--- src/sv/crfe_pkg.sv ---
// ============================================================================
// crfe_pkg
// Shared types and constants of the clipped rectangle fill engine.
// ============================================================================
`default_nettype none

package crfe_pkg;

    localparam int LINE_STRIDE_DEF = 1024;
    localparam int FRAME_ROWS_DEF  = 768;

    localparam int FUNC_W     = 2;
    localparam int COORD_W    = 12;
    localparam int COLOR_W    = 8;
    localparam int COUNT_W    = 20;
    localparam int EDGE_W     = 10;
    localparam int SCREEN_W   = 11;
    localparam int CFG_IDX_W  = 3;
    localparam int CFG_DATA_W = 11;
    localparam int CLIP_W     = 15;
    localparam int S_DATA_W   = 56;
    localparam int M_DATA_W   = 32;

    localparam logic [FUNC_W-1:0] FUNC_OVERWRITE = 2'd0;
    localparam logic [FUNC_W-1:0] FUNC_OR        = 2'd1;
    localparam logic [FUNC_W-1:0] FUNC_MIX       = 2'd2;
    localparam logic [FUNC_W-1:0] FUNC_READ      = 2'd3;

    localparam logic [CFG_IDX_W-1:0] REG_CLIP_LEFT     = 3'd0;
    localparam logic [CFG_IDX_W-1:0] REG_CLIP_TOP      = 3'd1;
    localparam logic [CFG_IDX_W-1:0] REG_CLIP_RIGHT    = 3'd2;
    localparam logic [CFG_IDX_W-1:0] REG_CLIP_BOTTOM   = 3'd3;
    localparam logic [CFG_IDX_W-1:0] REG_SCREEN_WIDTH  = 3'd4;
    localparam logic [CFG_IDX_W-1:0] REG_MIX_THRESHOLD = 3'd5;
    localparam logic [CFG_IDX_W-1:0] REG_MIX_COLOR     = 3'd6;

    localparam logic [EDGE_W-1:0]   CLIP_LEFT_RST     = 10'd0;
    localparam logic [EDGE_W-1:0]   CLIP_TOP_RST      = 10'd0;
    localparam logic [EDGE_W-1:0]   CLIP_RIGHT_RST    = 10'd1023;
    localparam logic [EDGE_W-1:0]   CLIP_BOTTOM_RST   = 10'd767;
    localparam logic [SCREEN_W-1:0] SCREEN_WIDTH_RST  = 11'd1024;
    localparam logic [COLOR_W-1:0]  MIX_THRESHOLD_RST = 8'd15;
    localparam logic [COLOR_W-1:0]  MIX_COLOR_RST     = 8'd255;

    localparam logic [COUNT_W-1:0] COUNT_MAX = 20'hFFFFF;

    typedef struct packed {
        logic clear_step;
        logic load;
        logic clip;
        logic size;
        logic count;
        logic walk;
        logic read_issue;
        logic result_load;
    } crfe_cmd_t;

    typedef struct packed {
        logic clear_last;
        logic is_read;
        logic empty;
        logic walk_last;
    } crfe_sts_t;

endpackage

`default_nettype wire

--- src/sv/crfe_ctrl.sv ---
// ============================================================================
// crfe_ctrl
// Command sequencer: clearing pass, clipping, pixel walk and result hand-off.
// ============================================================================
`default_nettype none

module crfe_ctrl
    import crfe_pkg::*;
(
    input  wire logic      clk,
    input  wire logic      rst_n,
    input  wire logic      s_tvalid,
    output logic           s_tready,
    output logic           m_tvalid,
    input  wire logic      m_tready,
    output crfe_cmd_t      cmd,
    input  wire crfe_sts_t sts
);

    typedef enum logic [7:0] {
        ST_CLEAR = 8'b0000_0001,
        ST_IDLE  = 8'b0000_0010,
        ST_CLIP  = 8'b0000_0100,
        ST_SIZE  = 8'b0000_1000,
        ST_READ  = 8'b0001_0000,
        ST_COUNT = 8'b0010_0000,
        ST_RUN   = 8'b0100_0000,
        ST_DONE  = 8'b1000_0000
    } state_t;

    state_t state_reg;
    state_t state_next;
    logic   out_valid_reg;
    logic   out_valid_next;

    always_comb
    begin
        state_next = state_reg;
        cmd        = '0;
        s_tready   = 1'b0;
        case (state_reg)
            ST_CLEAR:
            begin
                cmd.clear_step = 1'b1;
                if (sts.clear_last)
                begin
                    state_next = ST_IDLE;
                end
            end
            ST_IDLE:
            begin
                s_tready = 1'b1;
                if (s_tvalid)
                begin
                    cmd.load   = 1'b1;
                    state_next = ST_CLIP;
                end
            end
            ST_CLIP:
            begin
                cmd.clip   = 1'b1;
                state_next = ST_SIZE;
            end
            ST_SIZE:
            begin
                cmd.size   = 1'b1;
                state_next = sts.is_read ? ST_READ : ST_COUNT;
            end
            ST_READ:
            begin
                cmd.read_issue = 1'b1;
                state_next     = ST_DONE;
            end
            ST_COUNT:
            begin
                cmd.count  = 1'b1;
                state_next = sts.empty ? ST_DONE : ST_RUN;
            end
            ST_RUN:
            begin
                cmd.walk = 1'b1;
                if (sts.walk_last)
                begin
                    state_next = ST_DONE;
                end
            end
            ST_DONE:
            begin
                if (!out_valid_reg || m_tready)
                begin
                    cmd.result_load = 1'b1;
                    state_next      = ST_IDLE;
                end
            end
            default:
            begin
                state_next = ST_IDLE;
            end
        endcase
    end

    always_comb
    begin
        out_valid_next = out_valid_reg;
        if (cmd.result_load)
        begin
            out_valid_next = 1'b1;
        end
        else if (m_tready)
        begin
            out_valid_next = 1'b0;
        end
    end

    assign m_tvalid = out_valid_reg;

    always_ff @(posedge clk or negedge rst_n)
    begin
        if (!rst_n)
        begin
            state_reg     <= ST_CLEAR;
            out_valid_reg <= 1'b0;
        end
        else
        begin
            state_reg     <= state_next;
            out_valid_reg <= out_valid_next;
        end
    end

endmodule

`default_nettype wire

--- config.mk ---
export PLATFORM = sky130hd
export DESIGN_NAME = crfe_ctrl
export DESIGN_NICKNAME = d
export VERILOG_FILES = /design/src/sv/crfe_pkg.sv /design/src/sv/crfe_ctrl.sv
export SDC_FILE = /design/constraint.sdc
export NUM_CORES = 1
export LEC_CHECK = 0
export BUFFER_PORTS_ARGS = -buffer_cell sky130_fd_sc_hd__buf_2
export CORE_AREA = 2 2 39 41
export DETAILED_ROUTE_END_ITERATION = 8
export DIE_AREA = 0 0 41 43
export HOLD_SLACK_MARGIN = 0.03
export PLACE_DENSITY_LB_ADDON = 0.12
export SYNTH_ARGS = -nofsm -noshare
export SYNTH_HDL_FRONTEND = slang
export SYNTH_SLANG_ARGS = --single-unit
--- constraint.sdc ---
create_clock -name clk -period 2 [get_ports clk]
set_clock_uncertainty 0.05 [all_clocks]
set_input_delay 0.6 -clock clk [delete_from_list [all_inputs] [get_ports clk]]
set_output_delay 0.6 -clock clk [all_outputs]
set_load 0.1 [all_outputs]
==> impl_metrics.json, run 1 <==
{
  "drc": 0,
  "htreeDepth": 1,
  "setup_viol": 9,
  "worstSetupPathType": "flop to primary output",
  "grt_pass1_wl_mm": 2.29,
  "drt_pass1_iterations": 4,
  "vdd_drop_max_mv": 0.942,
  "dp.cells": 102,
  "grt_util_all_layers_pct": 20.2,
  "die_h_um": 43,
  "coreArea_um2": 1380,
  "yosysSeqAreaShare_pct": 41.6,
  "tightest_slew_ns": 0.482,
  "synth_cells": 54,
  "synth_seq_cells": 9,
  "grt_remaining_overflow": 0,
  "grt_pass1_vias": 545,
  "end_kind": "primary output",
  "tritoncts": "built",
  "initial_utilization_pct": 39.3,
  "instances_no_fill": 111,
  "clockBufferDepth": 2,
  "drive_above_1_share_pct": 62.1,
  "r2r_cells": 7,
  "cts_inserted_buffers": 3,
  "area_growth_pct": 87.8,
  "die_w_um": 41,
  "gp_congestion": 0.885,
  "cts_hold_buf": 0,
  "synthTopCellsByArea": "dfrtp_1 (37%), nand4b_1 (6.4%), nor2_1 (5.5%), dfstp_2 (4.8%), nor4_4 (3.9%)",
  "max_stage_delay_ns": 0.41,
  "r2r-end": "state_reg[1]",
  "largest_register_ffs": 8,
  "slew_viol_final": 0,
  "min_period_ns": 2.36,
  "cts_sinks": 9,
  "syn_nets": 62,
  "synth.top_cells.by_count": "dfrtp_1 (8), nor2_1 (8), nand4b_1 (4)",
  "cp-start-kind": "flop",
  "regToRegSetupSlack_ns": 0.25,
  "viasPerCell": 5.05,
  "postSynth.asyncResetShare_pct": 100,
  "clkTransAtPathRegs_ns": 0.06,
  "synth_top_area_share_pct": 36.8,
  "hold_viol_final": 0,
  "synthDistinctLibCells": 27,
  "drt-total-wl_mm": 1.49,
  "fmax_mhz": 423,
  "diodes": 0,
  "worst_ep_arrival_time_ns": 1.71,
  "wl_per_cell_um": 13.4,
  "p_per_area_nw_per_um2": 1360,
  "grt_max_degree": 10,
  "die-area_um2": 1760,
  "postLayoutCellArea_um2": 1020,
  "fin_nets": 104,
  "preCtsSetupSlack_ns": -0.0482,
  "worst-path-buf-inv": 3,
  "synth_area_um2": 544,
  "yosys_most_used_dff": "dfrtp_1",
  "ctsRootBufferMaster": "clkbuf_4",
  "fin_crit_sh_pct": 118,
  "vias": 560,
  "num_io_pins": 18,
  "setup_slack_ns": -0.362,
  "rr_startpoint": "state_reg[6]",
  "synth.avg_cell_area_um2": 10.1,
  "rsz0062_at_grt": "yes",
  "slew-limit-headroom_pct": 68.1,
  "critPathTopFamily": "simple AND/OR/NAND/NOR gates",
  "violations": "negative setup slack",
  "ys_warn_count": 0,
  "critical_path.max_fanout": 3,
  "postRouteAntennaNets": 0,
  "status": "finished with violations",
  "hpwl_mm": 1.16,
  "portBuffers": 17,
  "cap_viol_max_count": 0,
  "clk_latency_ns": 0.27,
  "synth_largest_area_cell": "dfrtp_1",
  "dpl-instance-area_um2": 940,
  "crit_path_cell_trace": "nor4_4 -> buf_4 -> nand4b_1 -> clkinvlp_4 -> buf_12",
  "first_iter_violations": 7,
  "cp.required_ns": 1.35,
  "hp-class": "primary input to async pin",
  "fin_util_pct": 73.9,
  "rows": 14,
  "antenna_found_initial": 0,
  "slowest_stage": "dfrtp_1",
  "leakage_nw": 0.459,
  "synth_edf_count": 0
}
## where the power goes
| part | switching [mW] | total [mW] | internal [mW] |
|---|---|---|---|
| Sequential | 0.0443 | 0.258 | 0.213 |
| Combinational | 0.554 | 0.985 | 0.431 |
| Clock | 0.0664 | 0.143 | 0.0771 |
| Total | 0.665 | 1.39 | 0.721 |
## worst max-delay path by stage
stage	cells after the start	endpoint	startpoint
after global placement	4	cmd[4]	state_reg[4]
after floorplan	4	cmd[6]	state_reg[6]
after detailed placement	4	cmd[4]	state_reg[4]
after CTS	4	cmd[4]	state_reg[4]
final	5	cmd[2]	state_reg[4]
after global routing	5	cmd[2]	state_reg[4]
## worst reg2reg max path: cells and delay by family (launching register included)
family | cells | cell delay (ns)
DFF | 1 | 0.41
and+or+nand+nor | 3 | 0.57
AOI/OAI and AO/OA | 1 | 0.10
buffers and inverters | 3 | 0.48
## metal layers
| layer | track usage [%] | wire, um | up-vias |
|---|---|---|---|
| met5 | 0 | 0 | - |
| met4 | 10.0 | 24 | 0 |
| met3 | 4.71 | 51 | 4 |
| met2 | 32.2 | 805 | 11 |
| met1 | 23.9 | 606 | 268 |
| li1 | - | - | 277 |
## final cells by class
| class | instances | area (um2) |
|---|---|---|
| Timing Repair Buffer | 38 | 385 |
| Multi-Input combinational cell | 41 | 340 |
| Fill cell | 106 | 362 |
| Tap cell | 16 | 20.0 |
| Clock buffer | 4 | 26.3 |
| Sequential cell | 9 | 228 |
| Inverter | 3 | 22.5 |
## through the flow
stage / total power [mW] / setup TNS [ns] / hold WS (ns)
after floorplan: 0.811 / -1.47 / 0.254
after global placement: 1.17 / -0.0147 / 0.413
after detailed placement: 1.19 / -0.0667 / 0.411
after CTS: 1.38 / -2.51 / 0.121
after global routing: 1.46 / -3.13 / 0.134
final: 1.39 / -2.55 / 0.124
## kinds of logic (layout without fill, tap and decap cells)
| kind of cell | after synthesis | in the layout | share of synthesized area (%) |
|---|---|---|---|
| and+or+nand+nor | 33 | 33 | 42.8 |
| AOI/OAI and AO/OA | 7 | 7 | 10.6 |
| DFF | 9 | 9 | 41.6 |
| buffers and inverters | 4 | 45 | 3.45 |
| xor gates and xnor gates | 1 | 1 | 1.61 |
## repair_timing
action	4_1_cts	5_1_grt
gates resized for setup	4	2
pin swaps	3	4
setup endpoints to repair	9	9
buffers inserted	3	2
## cells in the final DEF (no fill, tap or decap), drive strengths merged
cell type	instances
and2	3
a22oi	1
nand3	1
nor3	1
a211oi	1
nor2b	2
nor3b	3
nand2	4
nor2	8
nand2b	2
o22ai	3
and2b	1
and4b	1
or2b	1
dfrtp	8
nand4b	4
o22a	1
buf	38
clkbuf	4
nor4	2
dfstp	1
o32ai	1
clkinvlp	3
xnor2	1
(Power assumes the default switching activity.)
==> run 2: changes to the inputs <==
Settings changed: GPL_TIMING_DRIVEN set to 0, PLACE_DENSITY_LB_ADDON 0.12 to 0.3, SETUP_SLACK_MARGIN set to 0.1.
==> run 2 against run 1 <==
Effect of this change:
- the flow still finishes with violations (negative setup slack)
- first-iteration DRC count decreased by 14%
- via count up 2.1%
- power up 1.6%
- final area is 2.0% higher
- sequential share of layout area fell by 0.068 points
- non-clock buffer count is 1 lower
- largest cell class unchanged
- largest power group unchanged
==> impl_metrics.json, run 2 (same netlist as run 1, synthesis figures left out) <==
{
  "largest_register_ffs": 8,
  "status": "finished with violations",
  "instances_no_fill": 110,
  "vias": 572,
  "drt_pass1_iterations": 4,
  "num_io_pins": 18,
  "drc": 0,
  "gp_congestion": 0.777,
  "cp-start-kind": "flop",
  "cts_hold_buf": 0,
  "grt_remaining_overflow": 0,
  "diodes": 0,
  "htreeDepth": 1,
  "end_kind": "primary output",
  "multi_input_area_um2": 364,
  "postLayoutCellArea_um2": 1040,
  "fillerInstances": 92,
  "tritoncts": "built",
  "cp.required_ns": 1.35,
  "ff_latch_area_um2": 231,
  "fin_nets": 103,
  "viasPerCell": 5.20,
  "dpl-instance-area_um2": 706,
  "clkTransAtPathRegs_ns": 0.06,
  "leakage_nw": 0.449,
  "coreArea_um2": 1380,
  "cts_inserted_buffers": 3,
  "critical_path.max_fanout": 3,
  "cts_sinks": 9,
  "dp.cells": 87,
  "hold_viol_final": 0,
  "clockBufferDepth": 2,
  "grt_pass1_wl_mm": 2.76,
  "first_iter_violations": 6,
  "drt-total-wl_mm": 1.66,
  "rr_startpoint": "state_reg[3]",
  "worstSetupPathType": "flop to primary output",
  "rsz0062_at_grt": "yes",
  "worst_ep_arrival_time_ns": 1.71,
  "rows": 14,
  "grt_pass1_vias": 621,
  "area_growth_pct": 91.5,
  "initial_utilization_pct": 39.3,
  "p_per_area_nw_per_um2": 1350,
  "fin_setup_tns_ns": -2.79,
  "setup_slack_ns": -0.360,
  "hpwl_um": 951,
  "violations": "negative setup slack",
  "tightest_slew_ns": 0.485,
  "ctsRootBufferMaster": "clkbuf_4",
  "die_h_um": 43,
  "layout_commonest_cell": "buf_4",
  "die_w_um": 41,
  "slew-limit-headroom_pct": 67.9,
  "die-area_um2": 1760,
  "grt_util_all_layers_pct": 23.6,
  "cap_viol_max_count": 0,
  "setup_viol": 9,
  "vdd_drop_max_mv": 1.44,
  "min_period_ns": 2.36,
  "wl_per_cell_um": 15.1,
  "fmax_mhz": 424,
  "regToRegSetupSlack_ns": 0.18,
  "postRouteAntennaNets": 0,
  "portBuffers": 17,
  "r2r_cells": 7,
  "hp-class": "primary input to async pin",
  "grt_max_degree": 10,
  "drive_above_1_share_pct": 66.0,
  "slew_viol_final": 0,
  "antenna_found_initial": 0,
  "clk_latency_ns": 0.27,
  "r2r-end": "state_reg[1]",
  "fin_crit_sh_pct": 118,
  "most-common-layout-cells": "buf_4 (18), buf_12 (9), buf_2 (8), nor2_1 (6)"
}
[run 2: worst max-delay path by stage]
stage | end | from | slack, ns | cells after the start
after floorplan | cmd[6] | state_reg[6] | -0.43 | 4
after global placement | cmd[6] | state_reg[6] | -0.41 | 5
after detailed placement | cmd[6] | state_reg[6] | -0.40 | 5
after CTS | cmd[4] | state_reg[4] | -0.36 | 4
after global routing | cmd[6] | state_reg[2] | -0.45 | 5
final | cmd[3] | state_reg[3] | -0.36 | 5
[run 2: stage by stage]
| step | setup slack, ns | util (%) | hold slack, ns | power, mW |
|---|---|---|---|---|
| after global placement | -0.412 | 51.0 | 0.414 | 0.903 |
| after detailed placement | -0.403 | 51.0 | 0.414 | 0.917 |
| after global routing | -0.452 | 75.3 | 0.136 | 1.47 |
| final | -0.360 | 75.3 | 0.125 | 1.41 |
| after CTS | -0.358 | 73.9 | 0.131 | 1.36 |
| after floorplan | -0.435 | - | 0.254 | 0.817 |
[run 2: where the power goes]
part | switching (mW) | total [mW] | internal [mW]
clock network | 0.0696 | 0.147 | 0.0773
registers | 0.0566 | 0.273 | 0.216
logic | 0.566 | 0.988 | 0.422
total | 0.692 | 1.41 | 0.716
[run 2: per-layer routing]
metal	share of wire, %	global-route usage (%)	up-vias
met5	0	0	-
met4	3.7	12.7	0
met3	4.4	5.24	7
met2	51	36.6	15
met1	41	29.0	271
li1	-	-	279
[run 2: area by class of cell]
| type | count | share of cell area (%) |
|---|---|---|
| inverters | 3 | 2.16 |
| flip-flops and latches | 9 | 22.2 |
| well taps | 16 | 1.92 |
| multi-input cells | 41 | 34.9 |
| plain buffers | 1 | 1.08 |
| repair buffers | 36 | 35.2 |
| clock buffers | 4 | 2.52 |
[run 2: critical path, cell delays in order, from the launching register on]
cell and delay [ns]:
dfrtp_2 0.43, nor4_4 0.34, buf_4 0.18, nand4b_1 0.18, clkinvlp_4 0.15, buf_12 0.17
[run 2: repair_timing]
| item | CTS | global route |
|---|---|---|
| resized for setup | 43 | 2 |
| endpoints found under the setup margin | 9 | 10 |
| setup buffers | 18 | 2 |
| pin swaps | 11 | 7 |
==> run 3: changes to the inputs <==
Settings changed: CELL_PAD_IN_SITES_DETAIL_PLACEMENT set to 0, CELL_PAD_IN_SITES_GLOBAL_PLACEMENT set to 2, CORE_AREA 2 2 39 41 to 2 2 54 44, DIE_AREA 0 0 41 43 to 0 0 56 46.
==> run 3 against run 2 <==
Effect of this change:
- the run still ends with negative setup slack left
- sequential power shrank 5%
- critical path type unchanged
- largest cell class unchanged
- power rose by 16%
- fmax fell by 2.0%
- routed wire length grew 8.9%
- largest power group unchanged
- final cell count grew 18%
==> impl_metrics.json, run 3 (same netlist as run 1, synthesis figures left out) <==
{
  "crit_path_cell_trace": "nor4_4 -> buf_4 -> nand4b_1 -> clkinvlp_4 -> buf_12",
  "slew-limit-headroom_pct": 67.9,
  "wl_per_cell_um": 13.9,
  "cp.required_ns": 1.35,
  "cts_hold_buf": 0,
  "die_w_um": 56,
  "status": "finished with violations",
  "grt_util_all_layers_pct": 14.9,
  "first_iter_violations": 8,
  "largest_register_ffs": 8,
  "viasPerCell": 4.62,
  "clk_latency_ns": 0.26,
  "cap_viol_max_count": 0,
  "leakage_nw": 0.508,
  "drc": 0,
  "power.total_mw": 1.63,
  "setup_viol": 9,
  "cp-start-kind": "flop",
  "vias": 600,
  "drt-total-wl_mm": 1.80,
  "clkTransAtPathRegs_ns": 0.06,
  "hold_ws_ns": 0.134,
  "setup_slack_ns": -0.407,
  "end_kind": "primary output",
  "cts_inserted_buffers": 3,
  "tightest_slew_ns": 0.485,
  "grt_remaining_overflow": 0,
  "min_period_ns": 2.41,
  "tritoncts": "built",
  "critical_path.max_fanout": 3,
  "grt_pass1_vias": 605,
  "num_io_pins": 18,
  "instances_no_fill": 130,
  "grt_pass1_wl_mm": 2.80,
  "rr_startpoint": "state_reg[2]",
  "die_h_um": 46,
  "cts_sinks": 9,
  "preCtsSetupSlack_ns": -0.382,
  "clockBufferDepth": 2,
  "fillerInstances": 197,
  "worstSetupPathType": "flop to primary output",
  "fin_setup_tns_ns": -3.03,
  "slew_viol_final": 0,
  "die-area_um2": 2580,
  "most-common-layout-cells": "buf_4 (28), buf_12 (10), buf_2 (8), nor2_1 (5), dfrtp_2 (5)",
  "drt_pass1_iterations": 4,
  "coreArea_um2": 2100,
  "fin_crit_sh_pct": 120,
  "p_per_area_nw_per_um2": 1410,
  "portBuffers": 17,
  "critical_path.startpoint": "state_reg[2]",
  "ctsRootBufferMaster": "clkbuf_4",
  "antenna_found_initial": 0,
  "htreeDepth": 1,
  "fin_nets": 114,
  "hpwl_um": 991,
  "diodes": 0,
  "worst_ep_arrival_time_ns": 1.76,
  "vdd_drop_max_mv": 1.29,
  "drive_above_1_share_pct": 70.5,
  "area_growth_pct": 112,
  "postRouteAntennaNets": 0,
  "rsz0062_at_grt": "yes",
  "fmax_mhz": 416,
  "hp-class": "primary input to async pin",
  "gp_congestion": 0.723,
  "hold_viol_final": 0,
  "slowest_stage": "dfrtp_2",
  "grt_max_degree": 10,
  "max_stage_delay_ns": 0.44,
  "dp.cells": 96,
  "layout_commonest_cell": "buf_4",
  "initial_utilization_pct": 25.9,
  "violations": "negative setup slack",
  "rows": 15
}
==> run 3: path summary, 6_finish.rpt <==
kind	slack [ns]	endpoint	cells past startpoint
max in group asynchronous	1.52	state_reg[0]	1
worst max-delay path	-0.41	cmd[3]	5
worst min register to register	0.49	m_tvalid	2
worst min-delay path	0.13	state_reg[4]	1
worst max register to register	0.19	state_reg[1]	7
min in group clk	0.43	state_reg[0]	2
==> run 3: cell type report <==
| cell class | count | area [um2] | share of cell area, % |
|---|---|---|---|
| timing repair buffer | 47 | 462 | 40.0 |
| buffer | 1 | 11.3 | 0.975 |
| tap | 25 | 31.3 | 2.71 |
| sequential | 9 | 233 | 20.2 |
| multi-input combinational | 41 | 369 | 32.0 |
| clock buffer | 4 | 26.3 | 2.28 |
| inverter | 3 | 22.5 | 1.95 |
==> run 3: repair_timing <==
item,CTS,global route
gates resized for setup,42,6
pin swaps,10,6
endpoints found under the setup margin,9,9
buffers inserted,16,14
gates cloned,0,0
==> run 3: metal layers <==
| layer | track usage (%) | vias up | share of wire, % |
|---|---|---|---|
| li1 | - | 298 | - |
| met1 | 18.8 | 290 | 43 |
| met2 | 25.4 | 12 | 53 |
| met3 | 4.26 | 0 | 3.8 |
| met4 | 3.81 | 0 | 0 |
| met5 | 0 | - | 0 |
==> run 3: critical path, delay by kind of cell, from the launching register on <==
kind | cells | cell delay [ns]
flops | 1 | 0.44
simple gates | 2 | 0.54
buf+inv | 3 | 0.50
==> run 3: stage by stage <==
step           util [%]  area (um2)
3_5_place_dp       34.1         717
6_report           54.9        1150
4_1_cts            48.5        1020
2_1_floorplan         -         601
5_1_grt            54.9        1150
3_3_place_gp       34.1         717
==> run 3: power breakdown <==
group / leakage [nW] / internal (mW) / switching, mW
combinational: 0.382 / 0.597 / 0.628
sequential: 0.111 / 0.218 / 0.0421
clock: 0.0150 / 0.0770 / 0.0655
